$ cat src/bgcd_pkg.sv
// Shared types and constants for the binary GCD unit.
// Used by bgcd_ctrl, bgcd_datapath and binary_gcd_unit; depends on nothing.
package bgcd_pkg;

  // Width of the operand and result ports
  localparam int unsigned FIELD_W = 64;
  // Default operand width that takes part in the computation
  localparam int unsigned DEFAULT_WIDTH = 64;

  typedef enum logic [1:0] {
    ST_IDLE,
    ST_ALIGN,
    ST_REDUCE,
    ST_FINISH
  } bgcd_state_e;

  // Commands from the controller to the datapath
  typedef struct packed {
    logic load;        // take new operands, clear shift count
    logic halve_both;  // drop a common factor of two, count it
    logic halve_x;     // drop a factor of two from x
    logic halve_y;     // drop a factor of two from y
    logic subtract;    // replace the larger operand by half the difference
    logic capture;     // load the result register
  } bgcd_cmd_t;

  // Status from the datapath to the controller
  typedef struct packed {
    logic x_zero;
    logic y_zero;
    logic x_odd;
    logic y_odd;
  } bgcd_status_t;

endpackage

$ cat src/bgcd_datapath.sv
// Operand registers, shift count, subtract/halve step and result register.
// Depends on bgcd_pkg; driven by bgcd_ctrl through bgcd_cmd_t.
module bgcd_datapath import bgcd_pkg::*; #(
  parameter int unsigned WIDTH = DEFAULT_WIDTH
) (
  input  logic               clk_i,
  input  logic [FIELD_W-1:0] operand_a_i,
  input  logic [FIELD_W-1:0] operand_b_i,
  input  bgcd_cmd_t          cmd_i,
  output bgcd_status_t       status_o,
  output logic [FIELD_W-1:0] gcd_value_o
);

  localparam int unsigned KW = (WIDTH > 2) ? $clog2(WIDTH) : 1;

  logic [WIDTH-1:0] x_q, x_d;
  logic [WIDTH-1:0] y_q, y_d;
  logic [KW-1:0]    k_q, k_d;
  logic [WIDTH-1:0] gcd_q, gcd_d;

  logic [WIDTH:0]   diff_xy;
  logic [WIDTH-1:0] diff_yx;
  logic             x_ge_y;

  assign diff_xy = {1'b0, x_q} - {1'b0, y_q};
  assign diff_yx = y_q - x_q;
  assign x_ge_y  = ~diff_xy[WIDTH];

  always_comb begin
    x_d   = x_q;
    y_d   = y_q;
    k_d   = k_q;
    gcd_d = gcd_q;
    if (cmd_i.load) begin
      x_d = operand_a_i[WIDTH-1:0];
      y_d = operand_b_i[WIDTH-1:0];
      k_d = '0;
    end else if (cmd_i.halve_both) begin
      x_d = x_q >> 1;
      y_d = y_q >> 1;
      k_d = k_q + KW'(1);
    end else if (cmd_i.subtract) begin
      if (x_ge_y) begin
        x_d = diff_xy[WIDTH:1];
      end else begin
        y_d = diff_yx >> 1;
      end
    end else begin
      if (cmd_i.halve_x) begin
        x_d = x_q >> 1;
      end
      if (cmd_i.halve_y) begin
        y_d = y_q >> 1;
      end
    end
    // x is zero at the end, or one operand was zero from the start
    if (cmd_i.capture) begin
      gcd_d = (x_q | y_q) << k_q;
    end
  end

  always_ff @(posedge clk_i) begin
    x_q   <= x_d;
    y_q   <= y_d;
    k_q   <= k_d;
    gcd_q <= gcd_d;
  end

  assign status_o.x_zero = (x_q == '0);
  assign status_o.y_zero = (y_q == '0);
  assign status_o.x_odd  = x_q[0];
  assign status_o.y_odd  = y_q[0];

  assign gcd_value_o = FIELD_W'(gcd_q);

endmodule

$ cat src/bgcd_ctrl.sv
// Controller state machine: input handshake, step sequencing, output word valid.
// Depends on bgcd_pkg; commands bgcd_datapath.
module bgcd_ctrl import bgcd_pkg::*; (
  input  logic         clk_i,
  input  logic         rst_ni,
  input  logic         in_valid_i,
  output logic         in_stall_o,
  output logic         out_valid_o,
  input  logic         out_stall_i,
  input  bgcd_status_t status_i,
  output bgcd_cmd_t    cmd_o
);

  bgcd_state_e state_q, state_d;
  logic        out_valid_q, out_valid_d;
  logic        out_free;

  // Output register can take a word when empty or being drained
  assign out_free = ~out_valid_q | ~out_stall_i;

  always_comb begin
    state_d = state_q;
    unique case (state_q)
      ST_IDLE: begin
        if (in_valid_i) begin
          state_d = ST_ALIGN;
        end
      end
      ST_ALIGN: begin
        if (status_i.x_zero || status_i.y_zero) begin
          state_d = ST_FINISH;
        end else if (status_i.x_odd || status_i.y_odd) begin
          state_d = ST_REDUCE;
        end
      end
      ST_REDUCE: begin
        if (status_i.x_zero) begin
          state_d = ST_FINISH;
        end
      end
      ST_FINISH: begin
        if (out_free) begin
          state_d = ST_IDLE;
        end
      end
      default: state_d = ST_IDLE;
    endcase
  end

  always_comb begin
    cmd_o       = '0;
    out_valid_d = out_valid_q & out_stall_i;
    unique case (state_q)
      ST_IDLE: begin
        cmd_o.load = in_valid_i;
      end
      ST_ALIGN: begin
        cmd_o.halve_both = ~status_i.x_zero & ~status_i.y_zero &
                           ~status_i.x_odd & ~status_i.y_odd;
      end
      ST_REDUCE: begin
        if (!status_i.x_zero) begin
          cmd_o.halve_x  = ~status_i.x_odd;
          cmd_o.halve_y  = ~status_i.y_odd;
          cmd_o.subtract = status_i.x_odd & status_i.y_odd;
        end
      end
      ST_FINISH: begin
        cmd_o.capture = out_free;
        if (out_free) begin
          out_valid_d = 1'b1;
        end
      end
      default: cmd_o = '0;
    endcase
  end

  always_ff @(posedge clk_i or negedge rst_ni) begin
    if (!rst_ni) begin
      state_q     <= ST_IDLE;
      out_valid_q <= 1'b0;
    end else begin
      state_q     <= state_d;
      out_valid_q <= out_valid_d;
    end
  end

  assign in_stall_o  = (state_q != ST_IDLE);
  assign out_valid_o = out_valid_q;

endmodule

$ cat src/binary_gcd_unit.sv
// Binary GCD unit: computes gcd(operand_a, operand_b) by the shift-and-subtract method.
// One operand pair is in flight at a time: the block stalls its input from the cycle
// after a word is accepted until the result is moved into the output register. The time an
// item takes depends on the data and is shortest when one operand is zero; it is set by the
// single subtract-or-halve step the datapath makes per cycle. The finished result waits in
// the output register, so the next pair can be accepted while the previous result is
// still stalled. Only the low WIDTH bits of each operand take part; gcd(x,0) = x and
// gcd(0,0) = 0. Depends on bgcd_pkg, bgcd_ctrl and bgcd_datapath.
module binary_gcd_unit import bgcd_pkg::*; #(
  parameter int unsigned WIDTH = DEFAULT_WIDTH
) (
  input  logic               clk_i,
  input  logic               rst_ni,
  input  logic               in_valid_i,
  output logic               in_stall_o,
  input  logic [FIELD_W-1:0] operand_a_i,
  input  logic [FIELD_W-1:0] operand_b_i,
  output logic               out_valid_o,
  input  logic               out_stall_i,
  output logic [FIELD_W-1:0] gcd_value_o
);

  bgcd_cmd_t    cmd;
  bgcd_status_t status;

  bgcd_ctrl u_ctrl (
    .clk_i       (clk_i),
    .rst_ni      (rst_ni),
    .in_valid_i  (in_valid_i),
    .in_stall_o  (in_stall_o),
    .out_valid_o (out_valid_o),
    .out_stall_i (out_stall_i),
    .status_i    (status),
    .cmd_o       (cmd)
  );

  bgcd_datapath #(
    .WIDTH (WIDTH)
  ) u_datapath (
    .clk_i       (clk_i),
    .operand_a_i (operand_a_i),
    .operand_b_i (operand_b_i),
    .cmd_i       (cmd),
    .status_o    (status),
    .gcd_value_o (gcd_value_o)
  );

`ifndef SYNTHESIS
  // An accepted word keeps the block busy in the next cycle
  a_busy_after_accept: assert property (@(posedge clk_i) disable iff (!rst_ni)
    in_valid_i && !in_stall_o |=> in_stall_o)
    else $error("input not stalled after accepting a word");

  // A new result only comes out of a busy block
  a_result_from_busy: assert property (@(posedge clk_i) disable iff (!rst_ni)
    $rose(out_valid_o) |-> $past(in_stall_o))
    else $error("result appeared while block was idle");

  // y stays nonzero throughout the reduction
  a_y_nonzero: assert property (@(posedge clk_i) disable iff (!rst_ni)
    cmd.subtract || cmd.halve_y |-> !status.y_zero)
    else $error("y operand reached zero during reduction");
`endif

endmodule
$ cat config.mk
export PLATFORM = sky130hd
export DESIGN_NAME = binary_gcd_unit
export DESIGN_NICKNAME = d
export VERILOG_FILES = /design/src/bgcd_pkg.sv /design/src/bgcd_datapath.sv /design/src/bgcd_ctrl.sv /design/src/binary_gcd_unit.sv
export SDC_FILE = /design/constraint.sdc
export NUM_CORES = 1
export LEC_CHECK = 0
export ABC_AREA = 1
export BUFFER_PORTS_ARGS = -buffer_cell sky130_fd_sc_hd__buf_2
export CORE_MARGIN = 5
export CORE_UTILIZATION = 25
export CTS_BUF_LIST = sky130_fd_sc_hd__clkbuf_4 sky130_fd_sc_hd__clkbuf_8
export DETAILED_ROUTE_END_ITERATION = 10
export GPL_TIMING_DRIVEN = 0
export PLACE_DENSITY = 0.5
export SLEW_MARGIN = 10
export SYNTH_ARGS = -nofsm -noshare
export SYNTH_HDL_FRONTEND = slang
export SYNTH_HIERARCHICAL = 1
export SYNTH_SLANG_ARGS = --single-unit
export TNS_END_PERCENT = 30
$ cat constraint.sdc
create_clock -name clk_i -period 5.8 [get_ports clk_i]
set_input_delay 0.58 -clock clk_i [delete_from_list [all_inputs] [get_ports clk_i]]
set_output_delay 0.58 -clock clk_i [all_outputs]
set_load 0.05 [all_outputs]
After elaboration in Yosys (flattened, before gate mapping):

Cells that the tools add are included.

* bits in latches: 0
* bits in read-only memories: 0
* RAM bits: 0
* output and inout bits: 66
* word-level logic and storage cells: 66
* bits in registers: 201
* memories kept: 0

* divide/modulo/power cells: 0
* bitwise logic cells: 13
* $mul: 0
* equal/unequal tests: 9
* $lt $le $gt $ge: 0
* add/sub/neg operators: 3
* shift-type cells: 1
* reduce and logical (&&, ||, !) cells: 11
* muxes and demuxes: 23

Operators with widths (number)
* $mux W64: 10
* $logic_not A64 Y1: 2
* $sub A64 B64 Y65: 1
* $or A64 B64 Y64: 1
* $shl A64 B6 Y64: 1
* $sub A64 B64 Y64: 1
* $mux W2: 5
* $pmux W2 S4: 1
* $reduce_bool A4 Y1: 2
* $add A6 B1 Y6 const B: 1
* $mux W3: 2
* $not A1 Y1: 6
* $and A1 B1 Y1: 5
* $mux W1: 5
* $eq A2 B2 Y1 const B: 2
* $ne A2 B1 Y1 const B: 2
* $ne A4 B1 Y1 const B: 1
* $ne A4 B4 Y1 const B: 1
* $reduce_and A2 Y1: 2
* $reduce_and A4 Y1: 1
* $ne A3 B1 Y1 const B: 1
* $eq A2 B1 Y1 const B: 1
* $logic_not A2 Y1: 1
* $logic_or A1 B1 Y1: 2
* other kinds (3): 3

Longest topological paths before layout:

* depth after elaboration: 8
* gate-level depth with buffers: 19

By module:

The synthesis kept the hierarchy.

Modules (own cells, without submodules)
* bgcd_datapath: times used 1, seq. area each 5885.6 sq um, area each 24643.6 sq um, cells an instance 4079
* bgcd_ctrl: times used 1, seq. area each 75.1 sq um, area each 321.6 sq um, cells an instance 45

Worst setup path after synthesis:

No wires, ideal clock.

* kind: reg2reg
* start point: reg u_datapath.x_q[1]
* end point: reg u_datapath.y_q[0] (enable)
* cell stages (with the launch flop): 12
* path slack: -0.028 ns
* arrival time: 5.304 ns
* data required time: 5.276 ns
* cells stage by stage: edfxtp_1 nor4_1 nand4_1 nor4_1 inv_2 nand2_4 nor3_1 inv_1 nor2_2 clkbuf_1 clkbuf_1 a31oi_1

RTL lines
* start, declared: line bgcd_datapath.sv:16 `logic [WIDTH-1:0] x_q, x_d;`
* start signal, assigned: line bgcd_datapath.sv:63 `x_q <= x_d;`
* end signal, assigned: line bgcd_datapath.sv:64 `y_q <= y_d;`
* end, declared: line bgcd_datapath.sv:17 `logic [WIDTH-1:0] y_q, y_d;`

==> results.toml <==
[critical_path]
crit_path_top_delay_cell = "sky130_fd_sc_hd__nor4_1"
end_kind = "flop"
crit_top_cell = "sky130_fd_sc_hd__nor2_2"
path_cells = "nor4_1 > nand4_1 > nor3_1 > nor2_2 > nand4_2 > inv_1 > buf_2 > nor2_2 > clkbuf_1 > clkbuf_2 > a31oi_4 > buf_16 > buf_12"
critical_path_arrival_ns = 6.40
crit_fanout = 20
cp.required_ns = 6.21
criticalPathCategory = "reg -> reg"
worst-path-buf-inv = 6
worstSetupStartpointType = "flop"
timing.critical_path.slowest_cell_delay_ns = 0.99
path_delay_family = "simple AND/OR/NAND/NOR gates"

[drt]
finalWirelength_mm = 142.2
route.detailed.drc = 0
post_dr_wirelength_cell_um = 24.91
drt_iter0_drc = 2705
route.vias.total = 28210
drt-vias-per-instance = 4.940
final_antenna_net_count = 0
detailedRoute.firstPassIterationCount = 7

[final_layout]
areaGrowthSynthToFinish_pct = 15.31
nNetsFinal = 4704
most_used_cells_in_the_layout_excluding_fill_and_tap_cells = "sky130_fd_sc_hd__nand2_1, sky130_fd_sc_hd__inv_1, sky130_fd_sc_hd__a21oi_1"
finalInstanceArea_um2 = 28790
drive_gt1_share_pct = 9.732
most_common_library_cell_in_the_layout_ignoring_fill_and_taps = "sky130_fd_sc_hd__nand2_1"
fill_cells = 11610

[sta]
tightestPinTransition_ns = 1.210
timing.max_slew.rel_slack_pct = 19.30
hold_violations = 0
drv_slew = 0
worst_slack_ns = -0.1893
max_clock_freq_ghz = 0.1670
fin_worst_skew_ns = 0.04630
timing.final.setup_violations = 27
finalWorstPathRequiredPeriod_ns = 5.989
rsz0062_at_grt = "no"
fin_crit_sh_pct = 103.3

[global_route]
grt_busiest_layer = "met2"
remaining_global_route_overflow = 0
vias_in_the_first_global_route = 27030
groute.layer.met3.usage_pct = 3.091
grt_pass1_wl_mm = 197.8
grt_use_met2_pct = 41.40
globalRouteTotalUtil_pct = 25.75
antenna_violations_before_repair = 11
grt_max_degree = 47
groute.layer.met1.usage_pct = 34.84

[floorplanning]
row_count = 116
design.core.area_um2 = 99570
design.portCount = 198
floorplan.initialDensity_pct = 25.07
die-area_um2 = 106300
die_height_um = 326.0
floorplan.die.width_um = 326.0

[logic_synthesis]
synth_largest_area_cell = "sky130_fd_sc_hd__edfxtp_1"
synth-xor-area-share_pct = 1.614
dominant_combinational_cell_family_by_area_after_synthesis = "simple AND/OR/NAND/NOR gates"
synth_compound_gate_area_share_pct = 14.44
ys_seq_area_share_pct = 23.88
synth_mux_area_share_pct = 1.243
synth_simple_gate_area_share_pct = 35.25
seq_cells_post_synth = 201
synthesis.area_per_instance_um2 = 6.054
netlist-cell-type-count = 44
synthesis.area_um2 = 24970
synth_fa_ha_area_share_pct = 9.883
yosys-top-cells-area = "sky130_fd_sc_hd__edfxtp_1, sky130_fd_sc_hd__nand2_1, sky130_fd_sc_hd__inv_1, sky130_fd_sc_hd__ha_1, sky130_fd_sc_hd__a21oi_1"
synthCells = 4124
mappedNetlistNets = 4452
netlist.area_leader.share_pct = 23.09
synth-warning-count = 6

[placement]
port_buffers = 197
post-dp-hpwl_mm = 123.0
dpl-instance-area_um2 = 27760
gp_routability_congestion = 1.011

[cts]
cts.clk_slew.worst_paths_ns = 0.06
htreeDepth = 2
ctsLongestPathBuffers = 3
cts-buffers-inserted = 46
clock_sinks = 201
clock_latency_ns = 0.70
tritoncts = "built"
ctsRootBufferMaster = "sky130_fd_sc_hd__clkbuf_8"
postCtsSetupRepairBufs = 0

[worst_hold_path]
hold_class = "in -> reg"

[status]
violations = "negative setup slack"
outcome = "finished with violations"

[job]
maxCapViolations = 0
-- layout make-up --
type	instances	area [µm²]	share of cell area (%)
diodes	4	10.01	0.03477
plain buffers	146	678.2	2.356
clock buffers	57	721.9	2.508
clock inverters	23	275.3	0.9562
inverters	731	2746	9.541
multi-input cells	3046	15630	54.30
flip-flops and latches	201	5961	20.71
well taps	1298	1624	5.642
repair buffers	204	1139	3.955
-- Yosys cell counts, drive strengths merged --
| cell type | n |
|---|---|
| ha | 194 |
| clkbuf | 93 |
| xor2 | 46 |
| nand4 | 52 |
| nor2 | 234 |
| dfxtp | 6 |
| o21bai | 9 |
| or2 | 47 |
| nand2 | 1495 |
| o22ai | 1 |
| a21oi | 241 |
| and3 | 1 |
| inv | 731 |
| mux2i | 31 |
| o211ai | 81 |
| nand3b | 1 |
| nand3 | 217 |
| o221ai | 1 |
| nor3 | 33 |
| o21a | 1 |
| o21ai | 326 |
| fa | 2 |
| o31a | 1 |
| dfrtp | 3 |
| nor4 | 29 |
| edfxtp | 192 |
| buf | 53 |
| a31oi | 3 |
-- through the flow --
step | util, % | hold WS [ns] | TNS [ns] | instances | worst slack (ns)
after floorplan | - | 0.2844 | 0 | 4124 | 1.299
after global placement | 27.70 | 0.3797 | -274.24 | 5619 | -3.316
after detailed placement | 27.88 | 0.3804 | -52.11 | 5625 | -0.8409
after CTS | 28.90 | 0.08257 | 0 | 5706 | 0.06750
after global routing | 28.91 | 0.1352 | 0 | 5708 | 0.06693
final | 28.91 | 0.1521 | -3.431 | 5710 | -0.1893
-- worst min-delay path, stage by stage --
cell and delay [ns]:
sky130_fd_sc_hd__buf_2 0.08, sky130_fd_sc_hd__nand2_1 0.04, sky130_fd_sc_hd__nand2_1 0.05
-- cell families (layout without fill, tap and decap cells) --
family / count (synthesis) / after routing
multiplexers: 31 / 31
AND/OR/NAND/NOR: 2109 / 2109
flip-flops: 201 / 201
buffers and inverters: 877 / 1161
adder cells (fa/ha/maj): 196 / 196
AO/OA/AOI/OAI: 664 / 664
XOR/XNOR: 46 / 46
other: 0 / 4
-- final timing paths --
check / start / to / slack (ns) / cells after the start
max: u_datapath/y_q[14] / u_datapath/y_q[37] / -0.19 / 13
min: operand_b_i[12] / u_datapath/y_q[12] / 0.15 / 3
max reg2reg: u_datapath/y_q[14] / u_datapath/y_q[37] / -0.19 / 13
min reg2reg: u_ctrl/state_q[1] / u_ctrl/state_q[1] / 0.56 / 2
max in group asynchronous: rst_ni / u_ctrl/state_q[0] / 5.48 / 2
min in group asynchronous: rst_ni / u_ctrl/out_valid_o / 0.22 / 2
-- sequential cells by signal (all words and copies together), names as in the netlist --
name	cells
u_datapath/x_q	64
u_datapath/k_q	6
u_ctrl/state_q	2
u_ctrl/out_valid_o	1
u_datapath/y_q	64
u_datapath/gcd_value_o	64
-- what timing repair did --
item,in CTS,in global routing
hold buffers,1,0
hold endpoints to repair,3,0
endpoints found under the setup margin,106,0
gates resized for setup,3,0
-- layer usage --
metal | share of wire (%) | vias to the layer above | wire length (µm)
met1 | 45 | 13320 | 63360
met2 | 44 | 1100 | 63040
met5 | 0.0091 | - | 13
met4 | 4.9 | 2 | 7014
li1 | - | 13580 | -
met3 | 6.2 | 204 | 8799
Power is left out: the tool's default activity adds up to more than one toggle a clock period on the data nets, which glitch-free logic cannot reach.
